<file path="src/hdl/sadst_pkg.sv">
// package for the shared array double stack
// holds the operation and status codes and the payload structs
// no dependencies
package sadst_pkg;

  localparam int unsigned DefaultDepth = 16;
  localparam int unsigned QueueDepth   = 2;
  localparam int unsigned WordWidth    = 32;

  typedef enum logic [1:0] {
    MODE_PUSH_LOW  = 2'd0,
    MODE_PUSH_HIGH = 2'd1,
    MODE_POP_LOW   = 2'd2,
    MODE_POP_HIGH  = 2'd3
  } mode_e;

  typedef enum logic [1:0] {
    ST_DONE  = 2'd0,
    ST_FULL  = 2'd1,
    ST_EMPTY = 2'd2
  } status_e;

  typedef struct packed {
    mode_e                        mode;
    logic signed [WordWidth-1:0]  push_value;
  } in_t;

  typedef struct packed {
    status_e                      status;
    logic signed [WordWidth-1:0]  popped_value;
    logic                         store_full;
    logic                         both_empty;
  } out_t;

  // classified operation handed from front to back
  typedef struct packed {
    logic    wr;
    logic    rd;
    status_e status;
    logic    store_full;
    logic    both_empty;
  } ctrl_t;

endpackage

</file>
<file path="src/hdl/sadst_ram.sv">
// generic single write port, single read port ram with registered read
// depends on nothing
module sadst_ram #(
  parameter int unsigned Width = 32,
  parameter int unsigned Depth = 16,
  localparam int unsigned AddrW = (Depth > 1) ? $clog2(Depth) : 1
) (
  input  logic             clk_i,
  input  logic             we_i,
  input  logic [AddrW-1:0] waddr_i,
  input  logic [Width-1:0] wdata_i,
  input  logic             re_i,
  input  logic [AddrW-1:0] raddr_i,
  output logic [Width-1:0] rdata_o
);

  logic [Width-1:0] mem_q [Depth];
  logic [Width-1:0] rdata_q;

  always_ff @(posedge clk_i) begin
    if (we_i) begin
      mem_q[waddr_i] <= wdata_i;
    end
    if (re_i) begin
      rdata_q <= mem_q[raddr_i];
    end
  end

  assign rdata_o = rdata_q;

endmodule

</file>
<file path="src/hdl/sadst_front.sv">
// front end: accepts operations, tracks both stack counts, classifies each
// operation and forms the store address; depends on sadst_pkg
module sadst_front #(
  parameter int unsigned Depth = sadst_pkg::DefaultDepth,
  localparam int unsigned AddrW = (Depth > 1) ? $clog2(Depth) : 1,
  localparam int unsigned CntW  = $clog2(Depth + 1)
) (
  input  logic                              clk_i,
  input  logic                              rst_ni,
  input  logic                              start_i,
  input  sadst_pkg::in_t                    cmd_i,
  input  logic                              q_full_i,
  output logic                              busy_o,
  output logic                              push_o,
  output sadst_pkg::ctrl_t                  ctrl_o,
  output logic [AddrW-1:0]                  addr_o,
  output logic [sadst_pkg::WordWidth-1:0]   data_o
);

  localparam logic [AddrW-1:0] LastAddr = AddrW'(Depth - 1);
  localparam logic [CntW:0]    DepthSum = (CntW + 1)'(Depth);

  logic [CntW-1:0] lo_q, lo_d, hi_q, hi_d;
  logic [CntW-1:0] lo_dec, hi_dec;
  logic [CntW:0]   sum_now, sum_next;
  logic            full_now, accept;

  assign busy_o  = q_full_i;
  assign accept  = start_i && !q_full_i;
  assign lo_dec  = lo_q - CntW'(1);
  assign hi_dec  = hi_q - CntW'(1);
  assign sum_now = {1'b0, lo_q} + {1'b0, hi_q};
  assign full_now = (sum_now >= DepthSum);

  always_comb begin
    lo_d          = lo_q;
    hi_d          = hi_q;
    ctrl_o        = '0;
    ctrl_o.status = sadst_pkg::ST_DONE;
    addr_o        = '0;
    data_o        = cmd_i.push_value;
    case (cmd_i.mode)
      sadst_pkg::MODE_PUSH_LOW: begin
        if (full_now) begin
          ctrl_o.status = sadst_pkg::ST_FULL;
        end else begin
          ctrl_o.wr = 1'b1;
          addr_o    = lo_q[AddrW-1:0];
          lo_d      = lo_q + CntW'(1);
        end
      end
      sadst_pkg::MODE_PUSH_HIGH: begin
        if (full_now) begin
          ctrl_o.status = sadst_pkg::ST_FULL;
        end else begin
          ctrl_o.wr = 1'b1;
          addr_o    = LastAddr - hi_q[AddrW-1:0];
          hi_d      = hi_q + CntW'(1);
        end
      end
      sadst_pkg::MODE_POP_LOW: begin
        if (lo_q == '0) begin
          ctrl_o.status = sadst_pkg::ST_EMPTY;
        end else begin
          ctrl_o.rd = 1'b1;
          addr_o    = lo_dec[AddrW-1:0];
          lo_d      = lo_dec;
        end
      end
      default: begin
        if (hi_q == '0) begin
          ctrl_o.status = sadst_pkg::ST_EMPTY;
        end else begin
          ctrl_o.rd = 1'b1;
          addr_o    = LastAddr - hi_dec[AddrW-1:0];
          hi_d      = hi_dec;
        end
      end
    endcase
    sum_next          = {1'b0, lo_d} + {1'b0, hi_d};
    ctrl_o.store_full = (sum_next >= DepthSum);
    ctrl_o.both_empty = (lo_d == '0) && (hi_d == '0);
  end

  assign push_o = accept;

  always_ff @(posedge clk_i or negedge rst_ni) begin
    if (!rst_ni) begin
      lo_q <= '0;
      hi_q <= '0;
    end else if (accept) begin
      lo_q <= lo_d;
      hi_q <= hi_d;
    end
  end

endmodule

</file>
<file path="src/hdl/sadst_queue.sv">
// short fifo between front and back ends
// depends on nothing
module sadst_queue #(
  parameter int unsigned Width   = 8,
  parameter int unsigned Entries = 2,
  localparam int unsigned PtrW = (Entries > 1) ? $clog2(Entries) : 1,
  localparam int unsigned CntW = $clog2(Entries + 1)
) (
  input  logic             clk_i,
  input  logic             rst_ni,
  input  logic             push_i,
  input  logic [Width-1:0] data_i,
  input  logic             pop_i,
  output logic [Width-1:0] data_o,
  output logic             valid_o,
  output logic             full_o
);

  localparam logic [PtrW-1:0] LastPtr = PtrW'(Entries - 1);
  localparam logic [CntW-1:0] MaxCnt  = CntW'(Entries);

  logic [Width-1:0] slot_q [Entries];
  logic [PtrW-1:0]  wptr_q, rptr_q;
  logic [CntW-1:0]  cnt_q;
  logic             do_push, do_pop;

  assign valid_o = (cnt_q != '0);
  assign full_o  = (cnt_q == MaxCnt);
  assign do_push = push_i && !full_o;
  assign do_pop  = pop_i && valid_o;
  assign data_o  = slot_q[rptr_q];

  always_ff @(posedge clk_i) begin
    if (do_push) begin
      slot_q[wptr_q] <= data_i;
    end
  end

  always_ff @(posedge clk_i or negedge rst_ni) begin
    if (!rst_ni) begin
      wptr_q <= '0;
      rptr_q <= '0;
      cnt_q  <= '0;
    end else begin
      if (do_push) begin
        wptr_q <= (wptr_q == LastPtr) ? '0 : wptr_q + PtrW'(1);
      end
      if (do_pop) begin
        rptr_q <= (rptr_q == LastPtr) ? '0 : rptr_q + PtrW'(1);
      end
      if (do_push && !do_pop) begin
        cnt_q <= cnt_q + CntW'(1);
      end else if (do_pop && !do_push) begin
        cnt_q <= cnt_q - CntW'(1);
      end
    end
  end

endmodule

</file>
<file path="src/hdl/sadst_back.sv">
// back end: drains the queue, drives the store and forms the results
// depends on sadst_pkg and sadst_ram
module sadst_back #(
  parameter int unsigned Depth = sadst_pkg::DefaultDepth,
  localparam int unsigned AddrW = (Depth > 1) ? $clog2(Depth) : 1
) (
  input  logic                             clk_i,
  input  logic                             rst_ni,
  input  logic                             q_valid_i,
  input  sadst_pkg::ctrl_t                 ctrl_i,
  input  logic [AddrW-1:0]                 addr_i,
  input  logic [sadst_pkg::WordWidth-1:0]  data_i,
  output logic                             pop_o,
  output logic                             done_o,
  output sadst_pkg::out_t                  result_o
);

  logic [sadst_pkg::WordWidth-1:0] rdata;
  sadst_pkg::ctrl_t                ctrl_q;
  logic                            valid_q;

  // results cannot be held off, so every queued operation goes at once
  assign pop_o = q_valid_i;

  sadst_ram #(
    .Width (sadst_pkg::WordWidth),
    .Depth (Depth)
  ) u_store (
    .clk_i   (clk_i),
    .we_i    (q_valid_i && ctrl_i.wr),
    .waddr_i (addr_i),
    .wdata_i (data_i),
    .re_i    (q_valid_i && ctrl_i.rd),
    .raddr_i (addr_i),
    .rdata_o (rdata)
  );

  always_ff @(posedge clk_i or negedge rst_ni) begin
    if (!rst_ni) begin
      valid_q <= 1'b0;
    end else begin
      valid_q <= q_valid_i;
    end
  end

  always_ff @(posedge clk_i) begin
    if (q_valid_i) begin
      ctrl_q <= ctrl_i;
    end
  end

  assign done_o                = valid_q;
  assign result_o.status       = ctrl_q.status;
  assign result_o.popped_value = ctrl_q.rd ? rdata : '0;
  assign result_o.store_full   = ctrl_q.store_full;
  assign result_o.both_empty   = ctrl_q.both_empty;

endmodule

</file>
<file path="src/hdl/shared_array_double_stack.sv">
// two stacks in one store: stack one grows up from entry 0, stack two down
// from the last entry. a result strobes on done_o after the queue slot, then
// the read and result registers; throughput one operation per cycle while
// busy_o is low, each using one store port at most once. busy_o rises only
// if the front/back queue fills. reset clears both counts and the queue at
// once; the store is not cleared, entries are read only after being written.
module shared_array_double_stack #(
  parameter int unsigned Depth = sadst_pkg::DefaultDepth,
  localparam int unsigned AddrW = (Depth > 1) ? $clog2(Depth) : 1
) (
  input  logic             clk_i,
  input  logic             rst_ni,
  input  logic             start_i,
  input  sadst_pkg::in_t   cmd_i,
  output logic             busy_o,
  output logic             done_o,
  output sadst_pkg::out_t  result_o
);

  localparam int unsigned QW = AddrW + sadst_pkg::WordWidth + $bits(sadst_pkg::ctrl_t);

  sadst_pkg::ctrl_t                f_ctrl, b_ctrl;
  logic [AddrW-1:0]                f_addr, b_addr;
  logic [sadst_pkg::WordWidth-1:0] f_data, b_data;
  logic                            f_push, q_full, q_valid, b_pop;
  logic [QW-1:0]                   q_in, q_out;

  sadst_front #(
    .Depth (Depth)
  ) u_front (
    .clk_i    (clk_i),
    .rst_ni   (rst_ni),
    .start_i  (start_i),
    .cmd_i    (cmd_i),
    .q_full_i (q_full),
    .busy_o   (busy_o),
    .push_o   (f_push),
    .ctrl_o   (f_ctrl),
    .addr_o   (f_addr),
    .data_o   (f_data)
  );

  assign q_in = {f_addr, f_data, f_ctrl};

  sadst_queue #(
    .Width   (QW),
    .Entries (sadst_pkg::QueueDepth)
  ) u_queue (
    .clk_i   (clk_i),
    .rst_ni  (rst_ni),
    .push_i  (f_push),
    .data_i  (q_in),
    .pop_i   (b_pop),
    .data_o  (q_out),
    .valid_o (q_valid),
    .full_o  (q_full)
  );

  assign {b_addr, b_data, b_ctrl} = q_out;

  sadst_back #(
    .Depth (Depth)
  ) u_back (
    .clk_i     (clk_i),
    .rst_ni    (rst_ni),
    .q_valid_i (q_valid),
    .ctrl_i    (b_ctrl),
    .addr_i    (b_addr),
    .data_i    (b_data),
    .pop_o     (b_pop),
    .done_o    (done_o),
    .result_o  (result_o)
  );

endmodule

</file>
<file path="config.mk">
export PLATFORM = sky130hd
export DESIGN_NAME = shared_array_double_stack
export DESIGN_NICKNAME = d
export VERILOG_FILES = /design/src/hdl/sadst_pkg.sv /design/src/hdl/sadst_ram.sv /design/src/hdl/sadst_front.sv /design/src/hdl/sadst_queue.sv /design/src/hdl/sadst_back.sv /design/src/hdl/shared_array_double_stack.sv
export SDC_FILE = /design/constraint.sdc
export NUM_CORES = 1
export LEC_CHECK = 0
export BUFFER_PORTS_ARGS = -buffer_cell sky130_fd_sc_hd__buf_2
export CORE_ASPECT_RATIO = 1.25
export CORE_UTILIZATION = 35
export CTS_BUF_LIST = sky130_fd_sc_hd__clkbuf_8 sky130_fd_sc_hd__clkbuf_16
export DETAILED_ROUTE_END_ITERATION = 8
export PLACE_DENSITY_LB_ADDON = 0.15
export SYNTH_ARGS = -nofsm -noshare
export SYNTH_HDL_FRONTEND = slang
export SYNTH_HIERARCHICAL = 1
export SYNTH_SLANG_ARGS = --single-unit
</file>
<file path="constraint.sdc">
create_clock -name clk_i -period 4.1 [get_ports clk_i]
set_input_delay 0.615 -clock clk_i [delete_from_list [all_inputs] [get_ports clk_i]]
set_output_delay 0.615 -clock clk_i [all_outputs]
set_load 0.02 [all_outputs]
</file>
Word level (Yosys, flattened, before mapping):

Memories as Yosys holds them, arrays and structs flattened. A register that Yosys moved wholly into a read port is not among the register bits.
Cells that the tools add are included.
W data, S select, Z words.

* register bits after elaboration: 20
* bits in writable memories: 596
* input port bits: 37
* output and inout bits: 38
* word-level logic and storage cells: 77
* memories kept: 2

* $add $sub $neg: 12
* magnitude comparators: 2
* equality and inequality tests: 3
* mux-type cells: 29
* reduce and logical (&&, ||, !) cells: 19

Memories
* u_back.u_store.mem_q: words 16, bits a word 32, rd ports 1, clocked after memory_dff 1, write ports 1, line sadst_ram.sv:17 `logic [Width-1:0] mem_q [Depth];`
* u_queue.slot_q: words 2, bits a word 42, rd ports 1, clocked after memory_dff 0, write ports 1, line sadst_queue.sv:22 `logic [Width-1:0] slot_q [Entries];`

Operators with widths (number)
* $mux W32: 1
* $logic_not A5 Y1: 4
* $mux W5: 4
* $pmux W5 S2: 2
* $mux W4: 4
* $add A5 B5 Y6: 2
* $ge A6 B5 Y1 const B: 2
* $pmux W4 S3: 1
* $mux W1: 11
* $add A5 B1 Y5 const B: 2
* $sub A5 B1 Y5 const B: 2
* $mux W2: 4
* $sub A4 B4 Y4 const A: 2
* $logic_and A1 B1 Y1: 7
* $eq A2 B2 Y1 const B: 2
* $pmux W2 S2: 1
* $reduce_bool A2 Y1: 2
* $reduce_or A2 Y1: 2
* $logic_not A1 Y1: 3
* $add A1 B1 Y1 const B: 2
* $add A2 B1 Y2 const B: 1
* $eq A2 B1 Y1 const B: 1
* $logic_not A2 Y1: 1
* $pmux W1 S2: 1
* $sub A2 B1 Y2 const B: 1

Logic depth before layout (Yosys ltp):

* depth in word-level cells: 8
* depth in mapped cells: 12
* depth with buffers taken out: 12

Hierarchy:

The synthesis kept the hierarchy.

Modules (own cells, without submodules)
* sadst_ram: instances 1, cells each 838, area an instance 20155.6 um^2, sequential area each 16335.7 um^2
* sadst_queue: instances 1, cells each 150, area an instance 3430.8 um^2, sequential area each 2622.5 um^2
* sadst_front: instances 1, cells each 193, area an instance 1596.5 um^2, sequential area each 250.2 um^2
* sadst_back: instances 1, cells each 48, area an instance 480.5 um^2, sequential area each 175.2 um^2

Worst setup path before layout:

No wires, ideal clock.

* path kind: register to register
* start: reg u_queue.rptr_q
* end: mem u_back.u_store.mem_q[0][0], enable pin
* setup time: 0.461 ns
* data arrival time: 3.697 ns
* required time: 3.639 ns
* path slack: -0.058 ns
* stages on the path, launching flop included: 6
* buffers on the path: 2
* period minus slack after synthesis: 4.158 ns
* path through: dfrtp_1 buf_6 buf_12 mux2_4 or3b_2 nor3_1

RTL lines
* start: declaration: line sadst_queue.sv:23 `logic [PtrW-1:0] wptr_q, rptr_q;`
* start signal: assignment: line sadst_queue.sv:49 `rptr_q <= (rptr_q == LastPtr) ? '0 : rptr_q + PtrW'(1);`
* $mem_v2 Z2 W42
* via q_out[40]: line shared_array_double_stack.sv:26 `logic [QW-1:0] q_in, q_out;`
* end: declaration: line sadst_ram.sv:17

The timed path passes the listed nets, and every way through them passes these cells.

==> results_dict.tcl <==
set metrics [dict create \
    grt.total_usage_pct 16.1 \
    p_total_uw 22600 \
    area_growth_pct 14.0 \
    cts.sinks 648 \
    layout_commonest_cell "edfxtp_1" \
    drtIter0Drc 765 \
    arrival_ns 3.75 \
    max_slew_margin_pct 44.2 \
    ys_async_sr_fraction_pct 2.31 \
    p_per_area_nw_per_um2 771 \
    register_area_sq_um 19400 \
    required_ns 4.52 \
    ios 75 \
    nets 1379 \
    initial_core_util_pct 35.5 \
    cts_tree "done" \
    syn_area_sq_um 25700 \
    critPathLaunchType "flip-flop" \
    cts.path.max_buffers 3 \
    insertion_delay_ns 0.60 \
    finalInstanceArea_sq_um 29300 \
    dpl_cell_area_sq_um 27200 \
    fin_ws_ns 0.762 \
    fmax_mhz 300 \
    clkSlewWorstSetupHoldPaths_ns 0.06 \
    ctsRootBufferMaster "clkbuf_16" \
    drt-wirelength-per-cell_microns 25.1 \
    place_ws_ns 0.737 \
    synth-seq-cells 648 \
    cts_setup_buffers 0 \
    layout-drive-gt1-share_pct 33.5 \
    report.final.hold_viol_count 0 \
    overflow 0 \
    ys.flop_type "edfxtp_1" \
    die_h_microns 305 \
    hp-class "in -> reg" \
    coreArea_sq_um 72300 \
    critPathKind "reg -> reg" \
    grt_max_degree 84 \
    cts_buffers 68 \
    critPathCaptureType "flip-flop" \
    cts_hold_buf 1 \
    fillers 6375 \
    min_path_cells 1 \
    post-route-period-util_pct 81.4 \
    worst_pin_slew_ns 0.838 \
    cp_max_fo 12 \
    dr.pass1.iters 5 \
    synth_cells 1229 \
    synth_edf_count 633 \
    vdd_drop_max_v 0.000487 \
    cellLeakagePower_uw 0.00969 \
    viasPerCell 5.10 \
    globalplace.congestion 0.750 \
    rsz0062_at_grt "false" \
    rows 110 \
    first_global_vias 12800 \
    ant_nets 0 \
    die_w_microns 244 \
    yosysWarnings 6 \
    min_period_ns 3.34 \
    synth-seq-area-share_pct 75.5 \
    cts_max_level 3 \
    vias 11900 \
    die_area_sq_um 74400 \
    grt_first_pass_wirelength_mm 86.7 \
    ys_types 58 \
    drv_cap 0 \
    routed_wirelength_mm 58.3 \
    dp_hpwl_mm 34.2 \
    final_cell_mix "633 x edfxtp_1, 129 x mux4_2, 74 x buf_2, 69 x clkbuf_16, 65 x a22oi_1" \
    n_antenna_cell 0 \
    setup_violations 0 \
    ctsResizeCount 0 \
    status "complete, no violations" \
    syn_nets 1283 \
    io_buffers 74 \
    finalSetupTns_ns 0 \
    r2r_cells 11 \
    antenna_found_initial 0 \
    multiInputGateArea_sq_um 5750 \
    fin_skew_ns 0.0212 \
    final_max_slew_viol_count 0 \
    drcViolationCount 0 \
    syn_avg_cell_area_sq_um 20.9 \
]
-- critical path, stage by stage, from the launching register on --
cell and delay [ns]:
dfrtp_1 0.52, ha_1 0.41, a2111oi_4 0.45, o211ai_4 0.19, inv_1 0.16, o21ai_0 0.10, a221oi_1 0.51, ha_1 0.22
inv_1 0.04, o31ai_1 0.23, a21oi_1 0.09, o21ai_0 0.22
-- area by class of cell --
cell class	count	share of cell area [%]
clock buffer	69	5.90
clock inverter	47	1.21
inverter	16	0.205
multi-input combinational	467	19.6
sequential	648	66.2
tap	952	4.07
timing repair buffer	124	2.73
-- metal layers --
| metal | GRT usage, % | part of all wire, % | vias to the layer above |
|---|---|---|---|
| li1 | - | - | 5181 |
| met1 | 21.0 | 43 | 6376 |
| met2 | 27.5 | 51 | 242 |
| met3 | 2.45 | 3.7 | 57 |
| met4 | 4.85 | 1.7 | 0 |
| met5 | 0 | 0 | - |
-- power by group --
group | total (uW) | switching [uW] | internal [uW]
combinational | 7090 | 4320 | 2770
clock | 5840 | 2470 | 3370
sequential | 9640 | 399 | 9240
total | 22600 | 7190 | 15400
-- Yosys cell counts, types with 5 or more instances --
master,count,area share [%]
a21oi_1,8,0.16
a22oi_1,65,1.9
and2_1,6,0.15
and2_2,32,0.94
buf_1,10,0.15
buf_2,9,0.18
buf_4,48,1.4
clkbuf_1,22,0.32
dfrtp_1,15,1.5
edfxtp_1,633,74
ha_1,17,0.83
inv_1,14,0.20
mux2_2,10,0.44
mux2_4,39,2.3
mux4_2,129,11
nand2_1,49,0.72
nand2b_1,7,0.17
nand3_1,5,0.097
nor2_1,24,0.35
nor3_1,8,0.16
o21ai_0,9,0.18
xor2_1,5,0.17
-- kinds of logic after synthesis --
| kind of cell | count (synthesis) | share of synthesized area, % |
|---|---|---|
| compound gates | 108 | 3.16 |
| xor+xnor | 9 | 0.307 |
| fa+ha+maj | 17 | 0.829 |
| buf+inv | 114 | 2.74 |
| flops | 648 | 75.5 |
| mux | 180 | 14.1 |
| simple gates | 153 | 3.31 |
-- worst paths after layout --
kind / from / endpoint / slack [ns]
setup / recovery: u_front/lo_q[3] / u_queue/slot_q[1][1] / 0.76
hold / removal: cmd_i[6] / u_queue/slot_q[0][12] / 0.21
setup reg to reg: u_front/lo_q[3] / u_queue/slot_q[1][1] / 0.76
hold reg to reg: u_queue/cnt_q[1] / u_queue/cnt_q[1] / 0.51
max in group asynchronous: rst_ni / u_queue/rptr_q / 3.29
min in group asynchronous: rst_ni / u_front/lo_q[0] / 0.48
-- flip-flops by register name, indices dropped and copies added (netlist names) --
name                    flops
u_back/u_store/mem_q      512
u_queue/slot_q             84
u_back/u_store/rdata_o     32
u_front/hi_q                5
u_front/lo_q                5
u_back/result_o             4
u_queue/cnt_q               2
u_back/ctrl_q               1
u_back/done_o               1
u_queue/rptr_q              1
u_queue/wptr_q              1
-- per-stage QoR --
step                      util [%]  instances  hold slack [ns]
final                         40.5       2323            0.207
after global routing          40.5       2323            0.184
after CTS                     40.5       2323            0.166
after detailed placement      37.6       2206            0.490
after global placement        37.6       2206            0.469
after floorplan                  -       1229            0.319
Note: power is estimated with default switching activity, not from simulation.
